===== config.mk =====
export PLATFORM = sky130hd
export DESIGN_NAME = move_to_front_search_list_core
export DESIGN_NICKNAME = d
export VERILOG_FILES = /design/src/hdl/mtfl_pkg.sv /design/src/hdl/mtfl_cell.sv /design/src/hdl/move_to_front_search_list_core.sv
export VERILOG_INCLUDE_DIRS = /design/src /design/src/hdl
export SDC_FILE = /design/constraint.sdc
export NUM_CORES = 1
export LEC_CHECK = 0
export BUFFER_PORTS_ARGS = -buffer_cell sky130_fd_sc_hd__buf_2
export CAP_MARGIN = 20
export CORE_AREA = 3 3 247 309
export DETAILED_ROUTE_END_ITERATION = 8
export DIE_AREA = 0 0 250 312
export GPL_ROUTABILITY_DRIVEN = 0
export PLACE_DENSITY = 0.64
export RECOVER_POWER = 100
export SYNTH_ARGS = -nofsm -noshare
export SYNTH_HDL_FRONTEND = slang
export SYNTH_SLANG_ARGS = --single-unit

===== constraint.sdc =====
create_clock -name clk -period 5.2 [get_ports clk]
set_input_delay 1.56 -clock clk [delete_from_list [all_inputs] [get_ports clk]]
set_output_delay 1.56 -clock clk [all_outputs]
set_load 0.01 [all_outputs]

===== src/hdl/move_to_front_search_list_core_assert.svh =====
// Assertion macros for the move-to-front search list core.
`ifndef MOVE_TO_FRONT_SEARCH_LIST_CORE_ASSERT_SVH
`define MOVE_TO_FRONT_SEARCH_LIST_CORE_ASSERT_SVH

`ifndef SYNTH

// Same-cycle implication, sampled on clk and disabled while rst_n is low.
`define MTFL_ASSERT_NOW(label, ante, cons) \
  label: assert property (@(posedge clk) disable iff (!rst_n) (ante) |-> (cons)) \
    else $error("mtfl assertion failed");

// Next-cycle implication, sampled on clk and disabled while rst_n is low.
`define MTFL_ASSERT_NEXT(label, ante, cons) \
  label: assert property (@(posedge clk) disable iff (!rst_n) (ante) |=> (cons)) \
    else $error("mtfl assertion failed");

`else

`define MTFL_ASSERT_NOW(label, ante, cons)
`define MTFL_ASSERT_NEXT(label, ante, cons)

`endif

`endif


===== src/hdl/mtfl_pkg.sv =====
// Shared types and codes for the move-to-front search list core.
`timescale 1ns / 1ps

package mtfl_pkg;

  localparam int unsigned VAL_W = 32;

  localparam logic REQ_APPEND = 1'b0;
  localparam logic REQ_SEARCH = 1'b1;

  typedef struct packed {
    logic                    req_type;
    logic signed [VAL_W-1:0] item_value;
  } req_t;

  typedef struct packed {
    logic found;
    logic status;
  } res_t;

  // Broadcast control from the top level to every cell of the list.
  typedef struct packed {
    logic                    cmp_en;
    logic signed [VAL_W-1:0] cmp_key;
    logic                    commit_search;
    logic                    commit_append;
    logic                    any_hit;
    logic signed [VAL_W-1:0] wr_data;
  } cell_ctl_t;

endpackage


===== src/hdl/mtfl_cell.sv =====
// One list position: holds an entry, compares it with a key and shifts from its neighbor.
`timescale 1ns / 1ps

module mtfl_cell (
  input  logic                                     clk,
  input  logic                                     rst_n,
  input  mtfl_pkg::cell_ctl_t                      ctl,
  input  logic                                     occupied,
  input  logic                                     tail_sel,
  input  logic signed [mtfl_pkg::VAL_W-1:0]        prev_value,
  input  logic                                     seen_in,
  output logic signed [mtfl_pkg::VAL_W-1:0]        value_out,
  output logic                                     seen_out
);

  logic signed [mtfl_pkg::VAL_W-1:0] value_r;
  logic signed [mtfl_pkg::VAL_W-1:0] value_nxt;
  logic                              match_r;
  logic                              match_nxt;
  logic                              shift;

  // A match is captured when the transaction is accepted and held until it commits.
  always_comb begin
    match_nxt = match_r;
    if (ctl.cmp_en) begin
      match_nxt = occupied && (value_r == ctl.cmp_key);
    end
  end

  // Every cell up to and including the first hit takes its neighbor's entry.
  assign shift    = ctl.commit_search && ctl.any_hit && !seen_in;
  assign seen_out = seen_in || match_r;

  always_comb begin
    value_nxt = value_r;
    if (shift) begin
      value_nxt = prev_value;
    end else if (ctl.commit_append && tail_sel) begin
      value_nxt = ctl.wr_data;
    end
  end

  always_ff @(posedge clk) begin
    if (!rst_n) begin
      match_r <= 1'b0;
    end else begin
      match_r <= match_nxt;
    end
  end

  always_ff @(posedge clk) begin
    value_r <= value_nxt;
  end

  assign value_out = value_r;

endmodule


===== src/hdl/move_to_front_search_list_core.sv =====
// Top level of the move-to-front search list core: control, count and cell chain.
`timescale 1ns / 1ps
// Usage:
// The input channel (in_valid, in_stall, in_data) carries one request per
// transaction: append item_value at the tail, or search for it and move the
// first matching entry to the head. The output channel (out_valid, out_stall,
// out_data) returns exactly one result per request: found and status.
// The key is compared against every cell as the transaction is accepted; when
// the pending request commits, the first-hit flag ripples down the cell
// chain, the list shifts or appends, and the result is loaded into the output
// register. Each transaction passes a compare step and a commit step through
// the chain, and a new request is held off until the pending one commits.
// A new request is accepted while a finished result waits in the output
// register. If the receiver stalls, the next request is held pending and the
// list is not touched until its result can be loaded.
// Reset empties the list (count zero); entry contents are not cleared.

`include "move_to_front_search_list_core_assert.svh"

module move_to_front_search_list_core #(
  parameter int unsigned DEPTH = 16
) (
  input  logic              clk,
  input  logic              rst_n,
  input  logic              in_valid,
  output logic              in_stall,
  input  mtfl_pkg::req_t    in_data,
  output logic              out_valid,
  input  logic              out_stall,
  output mtfl_pkg::res_t    out_data
);

  localparam int unsigned CW = $clog2(DEPTH + 1);

  logic                               pend_r;
  logic                               pend_nxt;
  logic                               type_r;
  logic signed [mtfl_pkg::VAL_W-1:0]  key_r;
  logic [CW-1:0]                      count_r;
  logic [CW-1:0]                      count_nxt;
  logic                               out_valid_r;
  logic                               out_valid_nxt;
  mtfl_pkg::res_t                     out_data_r;
  mtfl_pkg::res_t                     res;

  logic                               in_accept;
  logic                               out_free;
  logic                               commit;
  logic                               full;
  logic                               any_hit;
  mtfl_pkg::cell_ctl_t                ctl;

  logic signed [mtfl_pkg::VAL_W-1:0]  val_chain [DEPTH];
  logic [DEPTH:0]                     seen_chain;
  logic [DEPTH-1:0]                   occ;
  logic [DEPTH-1:0]                   tail_sel;
  logic [DEPTH-1:0]                   first_hit;

  assign in_stall  = pend_r;
  assign in_accept = in_valid && !pend_r;
  assign out_free  = !out_valid_r || !out_stall;
  assign commit    = pend_r && out_free;
  assign full      = (count_r == CW'(DEPTH));
  assign any_hit   = seen_chain[DEPTH];

  always_comb begin
    ctl.cmp_en        = in_accept;
    ctl.cmp_key       = in_data.item_value;
    ctl.commit_search = commit && (type_r == mtfl_pkg::REQ_SEARCH);
    ctl.commit_append = commit && (type_r == mtfl_pkg::REQ_APPEND) && !full;
    ctl.any_hit       = any_hit;
    ctl.wr_data       = key_r;
  end

  assign seen_chain[0] = 1'b0;

  genvar gi;
  generate
    for (gi = 0; gi < DEPTH; gi++) begin : g_cell
      logic signed [mtfl_pkg::VAL_W-1:0] prev_value;

      assign occ[gi]      = (CW'(gi) < count_r);
      assign tail_sel[gi] = (count_r == CW'(gi));

      // The head cell shifts in the key itself, which equals the entry that moved.
      if (gi == 0) begin : g_head
        assign prev_value = key_r;
      end else begin : g_body
        assign prev_value = val_chain[gi-1];
      end

      mtfl_cell u_cell (
        .clk        (clk),
        .rst_n      (rst_n),
        .ctl        (ctl),
        .occupied   (occ[gi]),
        .tail_sel   (tail_sel[gi]),
        .prev_value (prev_value),
        .seen_in    (seen_chain[gi]),
        .value_out  (val_chain[gi]),
        .seen_out   (seen_chain[gi+1])
      );

      assign first_hit[gi] = seen_chain[gi+1] && !seen_chain[gi];
    end
  endgenerate

  always_comb begin
    res.found  = (type_r == mtfl_pkg::REQ_SEARCH) && any_hit;
    res.status = (type_r == mtfl_pkg::REQ_APPEND) && full;
  end

  always_comb begin
    pend_nxt = pend_r;
    if (in_accept) begin
      pend_nxt = 1'b1;
    end else if (commit) begin
      pend_nxt = 1'b0;
    end
  end

  always_comb begin
    count_nxt = count_r;
    if (ctl.commit_append) begin
      count_nxt = count_r + CW'(1);
    end
  end

  assign out_valid_nxt = commit || (out_valid_r && out_stall);

  always_ff @(posedge clk) begin
    if (!rst_n) begin
      pend_r      <= 1'b0;
      count_r     <= '0;
      out_valid_r <= 1'b0;
    end else begin
      pend_r      <= pend_nxt;
      count_r     <= count_nxt;
      out_valid_r <= out_valid_nxt;
    end
  end

  always_ff @(posedge clk) begin
    if (in_accept) begin
      type_r <= in_data.req_type;
      key_r  <= in_data.item_value;
    end
    if (commit) begin
      out_data_r <= res;
    end
  end

  assign out_valid = out_valid_r;
  assign out_data  = out_data_r;

  `MTFL_ASSERT_NOW(a_count_bound, 1'b1, count_r <= CW'(DEPTH))
  `MTFL_ASSERT_NOW(a_single_first_hit, pend_r, $onehot0(first_hit))
  `MTFL_ASSERT_NEXT(a_search_keeps_count, ctl.commit_search, count_r == $past(count_r))
  `MTFL_ASSERT_NEXT(a_commit_gives_result, commit, out_valid_r && !pend_r)

endmodule

==> results of run 1 <==
## state kept, by name, summed over array words and instances, names as in the netlist
name and flops:
count_r 5, g_cell.prev_value 32, g_cell.u_cell.match_r 16, g_cell.u_cell.value_out 512, in_stall 1, out_data 2, out_valid 1, type_r 1
## cells in the final DEF (no fill, tap or decap), drive strengths merged, types with 4 or more instances in the layout
master and n:
edfxtp 547, nor2b 4, xnor2 215, o21bai 4, o21ai 14, buf 46
nor4 86, a2111oi 5, mux2 480, clkbuf 136, nand2 23, nand3 20
clkinv 26, nor3 15, dfxtp 23, inv 7, a21oi 9, and2 5
nor2 15, xor2 301, a21o 7, nand4 67
## final timing paths
check / from / to
setup / recovery: out_stall / g_cell[11].u_cell.value_out[14]
hold / removal: g_cell[14].u_cell.match_r / g_cell[14].u_cell.match_r
setup reg to reg: g_cell[6].u_cell.match_r / g_cell[2].u_cell.value_out[2]
hold reg to reg: g_cell[14].u_cell.match_r / g_cell[14].u_cell.match_r
## where the power goes
part / internal, uW / switching (uW) / leakage (uW)
Combinational: 290 / 402 / 0.00423
Clock: 2220 / 1830 / 0.000865
Sequential: 5080 / 132 / 0.00513
## layer usage
layer  share of wire, %  wire, microns  track usage, %
met5                  0              0               0
met4                7.4           6980            14.7
met3                4.4           4120            2.92
met2                 51          48100            42.8
met1                 37          34600            26.8
## layout make-up
class	instances	area, sq um	area share [%]
multi-input cells	1301	11800	36.6
repair buffers	100	552	1.71
clock buffers	82	1630	5.04
flip-flops and latches	570	16900	52.3
well taps	960	1200	3.72
clock inverters	28	160	0.496
diodes	3	7.51	0.0232
inverters	7	26.3	0.0814
## stage by stage
step	total power [uW]	hold slack (ns)	util, %
after floorplan	5670	0.439	-
after global placement	5980	0.493	41.8
after detailed placement	5990	0.496	41.8
after CTS	10000	0.511	44.2
after global routing	10200	0.535	43.9
final	9960	0.512	44.0
## worst max-delay path, cell delays in order
cell and delay, ns:
buf_2 0.11, a21bo_1 0.23, clkinv_1 0.18, nand4_1 0.11
clkbuf_1 0.27, nor4_1 0.37, clkbuf_1 1.35, mux2_2 0.45
## cells by family (layout without fill, tap and decap cells)
logic type	after synthesis	after routing	synth area share, %
AO/OA/AOI/OAI	53	53	1.29
XOR/XNOR	516	516	15.4
adder cells (fa/ha/maj)	3	3	0.128
buffers and inverters	158	217	2.23
flip-flops	570	570	57.5
multiplexers	480	480	18.4
other	0	3	0
AND/OR/NAND/NOR	249	249	5.01
==> run metrics, run 1 <==
status complete, but fails checks; failing checks capacitance limit, slew limit; non-filler cells, final between 3000 and 4000; Yosys warning count 0; initial drt markers roughly 1400; routed vias 17300; EDFF count, synth between 500 and 600; nets roughly 2100; number of global-route vias before repair roughly 18000; WS Path Type in2reg; most common cell in the netlist edfxtp_1; CP Data Required Time between 5 and 6 ns; Total GRT Usage 23.8%; fin crit period approximately 4.3 ns; RSZ-0062 raised after global routing no; total CTS buffers 60; die height 312 microns; Min-Delay Path Depth 1; Cell Pwr Density between 300 and 400 mW/mm^2; row count 111; Hold Buf Count CTS 0; synthesized flop and latch total 570; Max Root-Sink Buffers 3; worst setup margin approximately 0.9 ns; Fin. Hold Viols 0; Post-DP HPWL approximately 67000 microns; clk root buf clkbuf_16; die area about 0.08 sq mm; share of cells above drive strength 1 a little over a quarter; Slew headroom -78.4%; Sum Neg Setup Slack 0 ns; Die W between 200 and 300 microns; TritonCTS clock tree built; Pins Over Slew Limit between 400 and 500; sequential area share after synthesis a little under three fifths; Worst-path clk slew about 0.060 ns; leakage 0.0102 uW; DRT Pass-1 Iters 5; area leader, netlist edfxtp_1; launching element type of the critical path primary input; H-tree depth 2; Post-synth top cells 547 x edfxtp_1, 430 x mux2_2, 301 x xor2_1, 215 x xnor2_1, 110 x clkbuf_1; largest cells by area after synthesis edfxtp_1 56%, mux2_2 16%, xor2_1 9.0%; clock skew 0.0241 ns; DP Worst Slack slightly below 1 ns; main flop type after synthesis edfxtp_1; Post-Route WL between 90000 and 100000 microns; distinct cell type count after synthesis 50; fmax 0.233 GHz; count of input and output buffers 40; final instance area approximately 0.032 sq mm; Worst Path Arrival ~4.7 ns; initial antenna violation count 6; Syn Area/Cell ~14 sq um; Sink Count 570; Syn Inst Count roughly 2000; Top-Level Pins 41; Core Region approximately 0.073 sq mm; Initial Util between 30 and 40%; Worst Path Max Fanout 32; Final Cycle Share between 80% and 90%; Worst Hold Class reg2reg; Slew @ Worst Pin roughly 2.7 ns; Cell Area, Synth just under 0.03 sq mm; dpl cell area around 0.031 sq mm; Critical Path Sink Type register; first-pass GRT wire length 134000 microns; R2R depth 9; cell count after placement about 2900; setup bufs post-CTS 0; syn nets just over 2000; filler instances between 6000 and 7000; final setup fails 0; Clock Latency Late Sink between 0.6 and 0.7 ns; pin count of the biggest net entering global routing 35; DRC Markers 0; maximum vdd drop 0.282 mV; gr ovfl total 0; flop2flop setup slack around 1.2 ns; Post-synth ARST share 0%; DRT antenna net count 0; post-DR wirelength/cell 30.7 microns; area grow syn2layout 10.0%; Synth top area share 56.0%; Max-cap violations 22; post-cts resize count 0; Vias/cell around 5.7
Note: power is estimated with default switching activity, not from simulation.
==> inputs of run 2 (changes only) <==
--- a/config.mk
+++ b/config.mk
@@ -12,7 +12,7 @@
 export DETAILED_ROUTE_END_ITERATION = 8
 export DIE_AREA = 0 0 250 312
 export GPL_ROUTABILITY_DRIVEN = 0
-export PLACE_DENSITY = 0.64
+export PLACE_DENSITY = 0.62
 export RECOVER_POWER = 100
 export SYNTH_ARGS = -nofsm -noshare
 export SYNTH_HDL_FRONTEND = slang
==> constraint.sdc (replaced) <==
create_clock -name clk -period 4.5 [get_ports clk]
set_input_delay 1.35 -clock clk [delete_from_list [all_inputs] [get_ports clk]]
set_output_delay 1.35 -clock clk [all_outputs]
set_load 0.01 [all_outputs]
==> run 2 against run 1 <==
Compared with the run above: the run still ends with capacitance limit, slew limit left; clock power up 24%; die area unchanged; wire length down 8.6%; hold slack worse by 0.014 ns; worst setup slack worse by 0.27 ns; total power increased by 19%; final cell count is 0.52% higher; first-iteration DRC count down 17%; utilization rose by 0.40 points; flip-flop and latch count unchanged; highest routed layer is now met5.
==> run metrics, run 2 (synthesis results as in run 1) <==
clock skew between 0.02 and 0.025 ns; number of global-route vias before repair around 18000; Vias/cell 5.49; first-pass GRT wire length about 120000 microns; hold path start g_cell[8].u_cell.match_r; RSZ-0062 raised after global routing no; post-cts resize count 0; setup bufs post-CTS 0; Sink Count 570; Post-Route WL 85700 microns; GRT met2 Usage 39.8%; area grow syn2layout 11.0%; failing checks capacitance limit, slew limit; count of input and output buffers 40; Post-DP HPWL 65500 microns; Initial Util between 30% and 40%; routed vias ~17000; Die W between 200 and 300 microns; die area 0.0780 sq mm; Clock Latency Late Sink roughly 0.63 ns; hold_ws 0.498 ns; TritonCTS clock tree built; crit path launch out_stall; CP max stage cell clkbuf_1; Worst Path Arrival between 4 and 5 ns; slowest stage delay, CP 1.30 ns; gr ovfl total 0; H-tree depth 2; R2R depth 7; filler instances between 6000 and 7000; Slew @ Worst Pin roughly 2.0 ns; part of the power in combinational logic 6.7%; Critical Path Sink Type register; worst r2r src g_cell[0].u_cell.match_r; Hold Buf Count CTS 0; max FFs per register 512; nets 2096; CP Data Required Time about 4.9 ns; leading cell type in the layout, fill and taps excluded edfxtp_1; Max-cap violations 12; DRT Pass-1 Iters 6; Fin. Hold Viols 0; Top-Level Pins between 40 and 50; DRC Markers 0; Cell Pwr Density 362 mW/mm^2; die height 312 microns; grt met3 use 2.68%; Worst Hold Class reg2reg; fmax between 0.2 and 0.3 GHz; WS Path Type in2reg; Worst Path Max Fanout 32; status complete, but fails checks; Min-Delay Path Depth 2; DRT antenna net count 0; post-DR wirelength/cell roughly 28 microns; Worst-path clk slew 0.06 ns; fin crit period 3.87 ns; launching element type of the critical path primary input; Pins Over Slew Limit about 220; total CTS buffers 60; final setup fails 0; Internal between 9000 and 10000 uW; switching share of power 22.7%; met1 Use GR around a quarter; clk root buf clkbuf_16; share of cells above drive strength 1 28.1%; Slew headroom -30.2%; row count 111; dpl cell area around 0.031 sq mm; Total GRT Usage 21.8%; clock share of power 42.5%; Final Cycle Share 86.0%; worst-path cell chain buf_2 -> a21bo_1 -> clkinv_1 -> nand4_1 -> buf_4 -> nor3_1 -> clkbuf_1 -> mux2_2; Max Root-Sink Buffers 3; initial drt markers 1180; Sum Neg Setup Slack 0 ns; leakage 0.0104 uW; Core Region about 0.073 sq mm; initial antenna violation count 6; Seq pwr share 50.8%; final instance area 0.0326 sq mm; pin count of the biggest net entering global routing 34; most frequent cells in the layout 547 x edfxtp_1, 429 x mux2_2, 301 x xor2_1; maximum vdd drop approximately 0.29 mV; Sw Pwr approximately 2700 uW; GR peak layer met2
-- run 2: changes by cell type in the layout (fill, tap and decap cells not counted), moves of 4 or more --
cell       change
buf_2          +4
bufinv_16      +5
clkbuf_2       +9
clkbuf_8       +4
clkinv_1       -8
mux2_1         -4
mux2_2         +4
-- run 2: power groups by stage --
stage / Combinational [uW] / Clock, uW / Sequential, uW
3_3_place_gp: 788 / 0 / 6110
4_1_cts: 803 / 5090 / 6000
5_1_grt: 845 / 5300 / 6000
6_report: 796 / 5020 / 5990
3_5_place_dp: 795 / 0 / 6110
2_1_floorplan: 546 / 0 / 6010
-- run 2: final timing paths --
kind | to | slack (ns)
setup / recovery | g_cell[9].u_cell.value_out[5] | 0.63
hold / removal | g_cell[8].u_cell.match_r | 0.50
setup reg to reg | g_cell[3].u_cell.value_out[2] | 0.84
hold reg to reg | g_cell[8].u_cell.match_r | 0.50
-- run 2: layout make-up --
cell class                 instances  area [sq um]  area share [%]
multi-input combinational       1301         11800            36.3
clock buffer                      82          1670            5.12
tap                              960          1200            3.69
sequential                       570         16900            51.8
antenna                            1          2.50         0.00768
clock inverter                    30           310           0.952
inverter                           7          26.3          0.0806
timing repair buffer             116           653            2.00
-- run 2: stage by stage --
step / utilization, % / cells / setup WS (ns) / power, uW
2_1_floorplan: - / 2029 / 0.355 / 6550
3_3_place_gp: 42.0 / 2953 / 0.564 / 6890
3_5_place_dp: 42.0 / 2953 / 0.565 / 6900
4_1_cts: 44.7 / 3065 / 1.22 / 11900
5_1_grt: 44.3 / 3066 / 0.546 / 12100
6_report: 44.3 / 3067 / 0.629 / 11800
-- run 2: routing by layer --
layer / wire (microns) / share of wire [%]
met1: 32600 / 38
met2: 44700 / 52
met3: 3080 / 3.6
met4: 5360 / 6.3
met5: 7 / 0.0082
-- run 2: critical path, delay by kind of cell --
kind / cells / cell delay, ns
buf+inv: 4 / 1.79
mux: 1 / 0.45
compound gates: 1 / 0.24
simple gates: 2 / 0.39
